===== src/rtl/length_checksum_frame_transmitter_defines.svh =====
// Shared assertion macros
`ifndef LENGTH_CHECKSUM_FRAME_TRANSMITTER_DEFINES_SVH
`define LENGTH_CHECKSUM_FRAME_TRANSMITTER_DEFINES_SVH

// checked outside reset
`define LCFT_ASSERT(lbl, prop, msg) \
  lbl: assert property (@(posedge clk) disable iff (rst) prop) else $error(msg);

// checked on every edge
`define LCFT_ASSERT_ALWAYS(lbl, prop, msg) \
  lbl: assert property (@(posedge clk) prop) else $error(msg);

`endif


===== src/rtl/lcft_pkg.sv =====
`default_nettype none
package lcft_pkg;

  localparam int BYTE_W    = 8;
  localparam int MAX_BURST = 4;
  localparam int IDX_W     = $clog2(MAX_BURST);

  // up to four bytes caused by one input transaction
  typedef struct packed {
    logic [MAX_BURST-1:0][BYTE_W-1:0] bytes;
    logic [IDX_W-1:0]                 last_idx;
    logic                             has_checksum;
  } burst_t;

endpackage
`default_nettype wire


===== src/rtl/lcft_framer.sv =====
`default_nettype none
`include "length_checksum_frame_transmitter_defines.svh"
module lcft_framer (
  input  wire logic                      clk,
  input  wire logic                      rst,
  input  wire logic                      in_valid,
  input  wire logic                      in_ready,
  input  wire logic [lcft_pkg::BYTE_W-1:0] payload_byte,
  input  wire logic [lcft_pkg::BYTE_W-1:0] frame_length,
  input  wire logic [lcft_pkg::BYTE_W-1:0] start_byte,
  output lcft_pkg::burst_t               burst
);
  import lcft_pkg::*;

  logic              in_frame;
  logic [BYTE_W-1:0] bytes_sent;
  logic [BYTE_W-1:0] running_sum;
  logic [BYTE_W-1:0] frame_total;

  logic              accept;
  logic [BYTE_W-1:0] sum_next;
  logic [BYTE_W-1:0] sent_next;
  logic [BYTE_W-1:0] total_next;
  logic [BYTE_W-1:0] checksum;
  logic              done;

  assign accept = in_valid && in_ready;

  always_comb begin
    if (!in_frame) begin
      sum_next   = payload_byte;
      sent_next  = BYTE_W'(1);
      total_next = frame_length;
    end else begin
      sum_next   = running_sum + payload_byte;
      sent_next  = bytes_sent + BYTE_W'(1);
      total_next = frame_total;
    end
    done     = (sent_next == total_next);
    checksum = BYTE_W'(0) - sum_next;

    burst.has_checksum = done;
    if (!in_frame) begin
      burst.bytes    = {checksum, payload_byte, frame_length, start_byte};
      burst.last_idx = done ? IDX_W'(3) : IDX_W'(2);
    end else begin
      burst.bytes    = {BYTE_W'(0), BYTE_W'(0), checksum, payload_byte};
      burst.last_idx = done ? IDX_W'(1) : IDX_W'(0);
    end
  end

  always_ff @(posedge clk) begin
    if (rst) begin
      in_frame    <= 1'b0;
      bytes_sent  <= '0;
      running_sum <= '0;
      frame_total <= '0;
    end else if (accept) begin
      in_frame    <= !done;
      bytes_sent  <= sent_next;
      running_sum <= sum_next;
      frame_total <= total_next;
    end
  end

  `LCFT_ASSERT(a_close_on_done, accept && done |=> !in_frame, "frame not closed")
  `LCFT_ASSERT(a_open_count, accept && !in_frame && !done |=> in_frame && bytes_sent == BYTE_W'(1),
    "frame open count wrong")
  `LCFT_ASSERT(a_hold_idle, !accept |=> $stable(in_frame) && $stable(running_sum),
    "state moved without transaction")

endmodule
`default_nettype wire


===== src/rtl/lcft_serializer.sv =====
`default_nettype none
`include "length_checksum_frame_transmitter_defines.svh"
module lcft_serializer (
  input  wire logic                        clk,
  input  wire logic                        rst,
  input  wire logic                        in_valid,
  output logic                             in_ready,
  input  wire lcft_pkg::burst_t            burst,
  output logic                             out_valid,
  input  wire logic                        out_ready,
  output logic [lcft_pkg::BYTE_W-1:0]      out_byte,
  output logic                             out_last
);
  import lcft_pkg::*;

  burst_t           held;
  logic             held_valid;
  logic [IDX_W-1:0] idx;
  logic             out_load;
  logic             advance;
  logic             at_last;
  logic             load;

  assign out_load = !out_valid || out_ready;
  assign at_last  = (idx == held.last_idx);
  assign advance  = held_valid && out_load;
  assign in_ready = !held_valid || (out_load && at_last);
  assign load     = in_valid && in_ready;

  always_ff @(posedge clk) begin
    if (rst) begin
      held_valid <= 1'b0;
      idx        <= '0;
      out_valid  <= 1'b0;
    end else begin
      if (load) begin
        held_valid <= 1'b1;
        idx        <= '0;
      end else if (advance) begin
        held_valid <= !at_last;
        idx        <= idx + IDX_W'(1);
      end
      if (out_load) begin
        out_valid <= held_valid;
      end
    end
  end

  always_ff @(posedge clk) begin
    if (load) begin
      held <= burst;
    end
    if (advance) begin
      out_byte <= held.bytes[idx];
      out_last <= held.has_checksum && at_last;
    end
  end

  `LCFT_ASSERT(a_idx_range, held_valid |-> idx <= held.last_idx, "index past burst end")
  `LCFT_ASSERT(a_load_start, load |=> held_valid && idx == IDX_W'(0), "burst not loaded")
  `LCFT_ASSERT(a_stall_hold, held_valid && !out_load |=> $stable(idx) && held_valid,
    "burst advanced under stall")

endmodule
`default_nettype wire


===== src/rtl/length_checksum_frame_transmitter.sv =====
`default_nettype none
// Frame transmitter: wraps payload bytes as start, length, payload, checksum.
// Input: s_axis_tdata = {frame_length, payload_byte}; frame_length is read
// only on the transaction that opens a frame (0 means 256 payload bytes).
// Output: m_axis_tdata = tx_byte, m_axis_tlast = end_of_frame (checksum).
// Checksum is the two's complement of the 8-bit payload sum.
// start_byte is written by start_byte_we / start_byte_wdata; it is sampled
// when a frame opens.
// A transaction's first byte passes the burst register, then the output register.
// Throughput: one output byte per cycle while m_axis_tready is high. A transaction
// produces 1 to 4 bytes (start, length, data, checksum) and holds the input until
// its last byte moves to the output register; mid-frame payload bytes go through at one per cycle unless stalled.
// The output register lets a new transaction enter while the last byte of the
// previous one still waits on m_axis_tready.
// Reset (rst, synchronous) clears start_byte to 0, closes any open frame and
// drops all pending bytes. When the receiver stalls, the output holds and
// s_axis_tready falls once the burst register is full.
module length_checksum_frame_transmitter (
  input  wire logic        clk,
  input  wire logic        rst,
  input  wire logic        start_byte_we,
  input  wire logic [7:0]  start_byte_wdata,
  input  wire logic        s_axis_tvalid,
  output logic             s_axis_tready,
  input  wire logic [15:0] s_axis_tdata,   // [7:0] payload_byte, [15:8] frame_length
  output logic             m_axis_tvalid,
  input  wire logic        m_axis_tready,
  output logic [7:0]       m_axis_tdata,   // [7:0] tx_byte
  output logic             m_axis_tlast    // end_of_frame
);
  import lcft_pkg::*;

  logic [BYTE_W-1:0] start_byte;
  burst_t            burst;

  always_ff @(posedge clk) begin
    if (rst) begin
      start_byte <= '0;
    end else if (start_byte_we) begin
      start_byte <= start_byte_wdata;
    end
  end

  lcft_framer u_framer (
    .clk          (clk),
    .rst          (rst),
    .in_valid     (s_axis_tvalid),
    .in_ready     (s_axis_tready),
    .payload_byte (s_axis_tdata[7:0]),
    .frame_length (s_axis_tdata[15:8]),
    .start_byte   (start_byte),
    .burst        (burst)
  );

  lcft_serializer u_serializer (
    .clk       (clk),
    .rst       (rst),
    .in_valid  (s_axis_tvalid),
    .in_ready  (s_axis_tready),
    .burst     (burst),
    .out_valid (m_axis_tvalid),
    .out_ready (m_axis_tready),
    .out_byte  (m_axis_tdata),
    .out_last  (m_axis_tlast)
  );

endmodule
`default_nettype wire


===== config.mk =====
export PLATFORM = sky130hd
export DESIGN_NAME = length_checksum_frame_transmitter
export DESIGN_NICKNAME = d
export VERILOG_FILES = /design/src/rtl/lcft_pkg.sv /design/src/rtl/lcft_framer.sv /design/src/rtl/lcft_serializer.sv /design/src/rtl/length_checksum_frame_transmitter.sv
export VERILOG_INCLUDE_DIRS = /design/src /design/src/rtl
export SDC_FILE = /design/constraint.sdc
export NUM_CORES = 1
export LEC_CHECK = 0
export BUFFER_PORTS_ARGS = -buffer_cell sky130_fd_sc_hd__buf_2
export CAP_MARGIN = 0
export CORE_MARGIN = 3
export CORE_UTILIZATION = 35
export CTS_CLUSTER_SIZE = 14
export DETAILED_ROUTE_END_ITERATION = 8
export PLACE_DENSITY = 0.62
export SLEW_MARGIN = 40
export SYNTH_ARGS = -nofsm -noshare
export SYNTH_HDL_FRONTEND = slang
export SYNTH_SLANG_ARGS = --single-unit
export TNS_END_PERCENT = 100

===== constraint.sdc =====
create_clock -name clk -period 3.77 [get_ports clk]
set_input_delay 0.377 -clock clk [delete_from_list [all_inputs] [get_ports clk]]
set_output_delay 0.377 -clock clk [all_outputs]
set_load 0.02 [all_outputs]

==> results of run 1 <==
[state kept, by name (all words and copies together) (netlist names), 2 cells and up]
register	count
u_framer.frame_total	8
u_framer.bytes_sent	8
u_framer.running_sum	8
start_byte	8
u_serializer.held	34
u_serializer.out_byte	8
u_serializer.idx	2
[worst min path at each step]
stage | to | slack [ns] | cells past startpoint
5_1_grt | start_byte[1] | 0.28 | 3
2_1_floorplan | start_byte[0] | 0.46 | 2
4_1_cts | start_byte[1] | 0.27 | 3
6_report | start_byte[1] | 0.27 | 3
3_5_place_dp | start_byte[1] | 0.48 | 2
3_3_place_gp | start_byte[2] | 0.47 | 2
[per-stage QoR]
step / instance area (µm²) / power (mW) / instances / utilization
floorplan: 4000 / 1.30 / 358 / -
global placement: 4320 / 1.39 / 526 / 0.393
detailed placement: 4320 / 1.40 / 526 / 0.394
CTS: 4630 / 2.29 / 542 / 0.421
global route: 4630 / 2.38 / 542 / 0.422
finish: 4630 / 2.27 / 542 / 0.422
[cells in the final DEF, fill, tap and decap left out, types with 4 or more instances in the layout]
cell / Yosys / routed
mux4_2: 8 / 8
edfxtp_1: 43 / 43
a21oi_1: 19 / 19
nand3_1: 10 / 10
inv_1: 4 / 4
a211oi_1: 8 / 8
nand2_1: 23 / 23
xor2_1: 13 / 13
ha_1: 9 / 9
mux2i_1: 16 / 16
buf_2: 3 / 39
buf_4: 0 / 6
xnor2_1: 12 / 12
o21ai_0: 5 / 5
nor2_1: 56 / 56
nor2b_1: 12 / 11
dfxtp_1: 37 / 36
clkbuf_16: 0 / 9
mux2_2: 12 / 12
nor3_1: 9 / 9
[where the power goes]
part	internal [mW]	switching [mW]
registers	1.00	0.0402
clock network	0.520	0.371
logic	0.146	0.196
[routing by layer]
metal	GRT usage	vias to the layer above	part of all wire
li1	-	1396	-
met1	0.198	1324	0.48
met2	0.224	40	0.47
met3	0.0369	10	0.033
met4	0.0409	0	0.012
met5	0	-	0
[final cells by class]
type / instances / area (µm²)
fill: 1034 / 6350
clock buffer: 9 / 225
multi-input combinational: 256 / 1860
timing repair buffer: 45 / 240
inverter: 5 / 18.8
sequential: 80 / 2040
clock inverter: 7 / 77.6
tap: 140 / 175
[worst max-delay path: cells and delay by family, from the launching register on]
| family | cells | cell delay (ns) |
|---|---|---|
| flops | 1 | 0.31 |
| compound gates | 3 | 0.77 |
| xor+xnor | 1 | 0.17 |
| fa+ha+maj | 2 | 0.69 |
| simple gates | 2 | 0.55 |
[cells by family (layout without fill, tap and decap cells)]
| kind of cell | count (synthesis) | after routing | synth area share |
|---|---|---|---|
| multiplexers | 36 | 36 | 0.119 |
| buffers and inverters | 22 | 66 | 0.0279 |
| flip-flops | 80 | 80 | 0.508 |
| AND/OR/NAND/NOR | 130 | 130 | 0.160 |
| adder cells (fa/ha/maj) | 10 | 10 | 0.0332 |
| XOR/XNOR | 25 | 25 | 0.0548 |
| AO/OA/AOI/OAI | 55 | 55 | 0.0973 |
==> impl_metrics.toml, run 1 <==
[run_status]
status = "complete, no violations"

[timing]
relSlewSlack = 0.479
fin_ws_ns = 1.04
min_period_ns = 2.73
finClkSkew_ns = 0.00884
min_period_over_period = 0.725
setup_tns_ns = 0
finalSetupViolCount = 0
hold_violations = 0
worstMarginPinSlew_ns = 0.782
rsz0062_at_grt = "false"
hold_slack_ns = 0.272
fmax_ghz = 0.366
slew_violations = 0

[route]
route.detailed.drc = 0
drt.antenna.violating_nets = 0
drtPass1Iterations = 4
vias_per_cell = 5.11
drt_iter0_markers = 208
wl_per_cell_um = 16.0
vias = 2770
drt-total-wl_mm = 8.68

[clocking]
cts_setup_buffers = 0
clk-insertion-delay-late_ns = 0.34
cts_resized = 0
clkTransAtPathRegs_ns = 0.07
cts.sinks = 80
root_buffer = "clkbuf_16"
cts-buffers-inserted = 9
cts_tree = "done"
cts_hold_buffers = 0
clockBufferDepth = 2
ctsHtreeMaxLevel = 3

[yosys]
yosysTopAreaCell = "edfxtp_1"
synth-edff-count = 43
yosysSeqAreaShare = 0.508
yosys-top-cells-count = "56 x nor2_1, 43 x edfxtp_1, 37 x dfxtp_1"
syn_area_um2 = 4000
yosys_warnings = 0
syn_nets = 397
synthTopCellsByArea = "edfxtp_1 32%, dfxtp_1 19%, nor2_1 5.3%"
synthCells = 358
synth-main-ff-cell = "edfxtp_1"
yosysUniqueCellTypes = 57
synth_top_area_share = 0.323
synth_seq_cells = 80
async_flop_share = 0
synth_most_common_cell = "nor2_1"
synth.avg_cell_area_um2 = 11.2

[final_layout]
diodes = 0
drive_above_1_share = 0.231
nets = 436
syn2layout_area_growth_pct = 15.8

[worst_setup_path]
r2r_start = "u_framer.running_sum[0]"
cpMaxStageDelayCell = "fa_1"
crit_start = "u_framer.running_sum[0]"
ff2ff_path_depth = 8
crit_path_max_fanout = 4
slowest_delay_ns = 0.45
cp-end-kind = "flop"
crit_top_cell = "a21oi_1"
cp-endpoint = "u_serializer.held[18]"
cp-start-kind = "flop"
r2r_slack_ns = 1.04
r2r_end = "u_serializer.held[18]"
path_class = "reg -> reg"
crit_chain = "ha_1 -> fa_1 -> xor2_1 -> a21oi_1 -> nand3_1 -> and4b_1 -> a21oi_1 -> a311o_2"
worstPathArrival_ns = 2.83
cp.required_ns = 3.86

[die]
die_x_um = 113
ioPinCount = 40
die_h_um = 113
start_util = 0.364
rows = 38
die-area_um2 = 12700
core_um2 = 11000

[grt]
grt_pass1_vias = 2732
grt_pass1_wl_mm = 14.4
antenna_found_initial = 0
grt_util_all_layers = 0.144
grt_max_degree = 50
grt_overflow = 0

[hold_path]
hp-start = "start_byte_wdata[1]"
worst_hold_path_type = "in -> reg"

[power]
total_leakage_power_nw = 1.79
power_density_nw_per_um2 = 491
irDropWorstVdd_mv = 0.220

[place]
dpl.hpwl_mm = 6.16
place_ws_ns = 0.872
portBuffers = 39
globalplace.congestion = 0.811

[job]
maxCapViolations = 0
No activity file was read; power rests on OpenSTA's default activity.
==> run 2, diff against run 1 <==
==> constraint.sdc (replaced) <==
create_clock -name clk -period 2.6 [get_ports clk]
set_input_delay 0.26 -clock clk [delete_from_list [all_inputs] [get_ports clk]]
set_output_delay 0.26 -clock clk [all_outputs]
set_load 0.02 [all_outputs]
==> run 2 against run 1 <==
Total power is 41% higher; critical path depth is 1 lower; count of clock-buffer cells in the layout up 1; highest routed layer unchanged; clock power increased by 30%.
==> impl_metrics.toml, run 2 (synthesis results as in run 1) <==
[run_status]
status = "complete, no violations"

[timing]
slew_violations = 0
rsz0062_at_grt = "false"
relSlewSlack = 0.484
min_period_ns = 2.49
setup_tns_ns = 0
finClkSkew_ns = 0.00329
fmax_ghz = 0.401
fin_ws_ns = 0.107
worstMarginPinSlew_ns = 0.773
finalSetupViolCount = 0
min_period_over_period = 0.959
hold_violations = 0

[clocking]
clk-insertion-delay-late_ns = 0.34
root_buffer = "clkbuf_16"
cts-buffers-inserted = 9
cts_hold_buffers = 0
cts_setup_buffers = 0
ctsHtreeMaxLevel = 3
cts.sinks = 80
clkTransAtPathRegs_ns = 0.06
cts_tree = "done"
clockBufferDepth = 2

[die]
die_x_um = 113
ioPinCount = 40
rows = 38
core_um2 = 11000
die_h_um = 113
start_util = 0.364
die-area_um2 = 12700

[final_layout]
nets = 449
final_common_cell = "nor2_1"
layout_common_cells = "56 x nor2_1, 43 x edfxtp_1, 39 x buf_2, 35 x dfxtp_1, 23 x nand2_1"
diodes = 0
largest_reg_flops = 34
utilization = 0.432
drive_above_1_share = 0.270
nFillCells = 1012
syn2layout_area_growth_pct = 18.6
post_layout_nonfiller_instances = 555
largest-register = "u_serializer.held"

[grt]
antenna_found_initial = 0
grt_pass1_vias = 2755
grt_overflow = 0
grt_pass1_wl_mm = 14.6
grt_util_all_layers = 0.146
grt_max_degree = 54

[route]
vias_per_cell = 5.08
route.detailed.drc = 0
drt_iter0_markers = 117
wl_per_cell_um = 15.8
vias = 2820
drt.antenna.violating_nets = 0
drtPass1Iterations = 4
drt-total-wl_mm = 8.75

[hold_path]
worst_hold_path_type = "in -> reg"

[worst_setup_path]
cp.required_ns = 2.69
crit_chain = "ha_1 -> o211ai_1 -> o2111a_1 -> nor4_4 -> and3_2 -> a21oi_1 -> a311o_2"
cpMaxStageDelayCell = "nor4_4"
cp_num_buf_inv = 0
critical_path.top_delay_family = "compound AO/OA/AOI/OAI gates"
cp-start-kind = "flop"
path_class = "reg -> reg"
slowest_delay_ns = 0.41
crit_path_max_fanout = 4
worstPathArrival_ns = 2.58
cp-end-kind = "flop"

[power]
total_leakage_power_nw = 1.85
power_density_nw_per_um2 = 677
fin_total_pwr_mw = 3.21
irDropWorstVdd_mv = 0.288

[place]
dpl.hpwl_mm = 6.27
placedCellCount = 539
place_ws_ns = -0.101
globalplace.congestion = 0.844
portBuffers = 39

[job]
maxCapViolations = 0
-- run 2: changes by cell type in the layout (fill, tap and decap cells not counted), moves of 2 or more --
cell and delta:
dfxtp_2 +2, a211oi_1 -2, clkinv_4 -2, inv_6 -2, clkinv_2 +2, buf_4 +12
-- run 2: power by group --
part,switching (mW),internal [mW],total [mW]
clock,0.492,0.665,1.16
sequential,0.0483,1.45,1.50
combinational,0.307,0.244,0.551
total,0.847,2.36,3.21
-- run 2: through the flow --
step	hold WS, ns	instance area [µm²]
finish	0.161	4740
detailed placement	0.485	4430
CTS	0.160	4720
global placement	0.470	4430
floorplan	0.389	4010
global route	0.186	4740
-- run 2: what timing repair did --
item / in CTS / in global routing
pin swaps: 0 / 2
gates resized for setup: 2 / 7
setup endpoints to repair: 2 / 4
-- run 2: final cells by class --
class,count,area (µm²),share of cell area
timing repair buffer,58,350,0.0739
sequential,80,2030,0.429
clock buffer,10,239,0.0504
clock inverter,6,33.8,0.00713
inverter,5,18.8,0.00396
tap,140,175,0.0369
multi-input combinational,256,1890,0.399
-- run 2: worst min-delay path: cells and delay by family --
kind / cells / cell delay (ns)
and+or+nand+nor: 1 / 0.07
buffers and inverters: 1 / 0.08
muxes: 1 / 0.05
-- run 2: path summary, 6_finish.rpt --
kind                                              end  cells after the start  slack (ns)                    start
worst max-delay path            u_serializer.held[18]                      7        0.11  u_framer.running_sum[4]
worst min-delay path                    start_byte[1]                      3        0.16      start_byte_wdata[1]
worst max register to register  u_serializer.held[18]                      7        0.11  u_framer.running_sum[4]
worst min register to register          start_byte[1]                      2        0.49            start_byte[1]
-- run 2: routing by layer --
metal	vias up	global-route usage	part of all wire
li1	1414	-	-
met1	1348	0.203	0.48
met2	49	0.225	0.47
met3	9	0.0251	0.030
met4	0	0.0633	0.018
met5	-	0	0
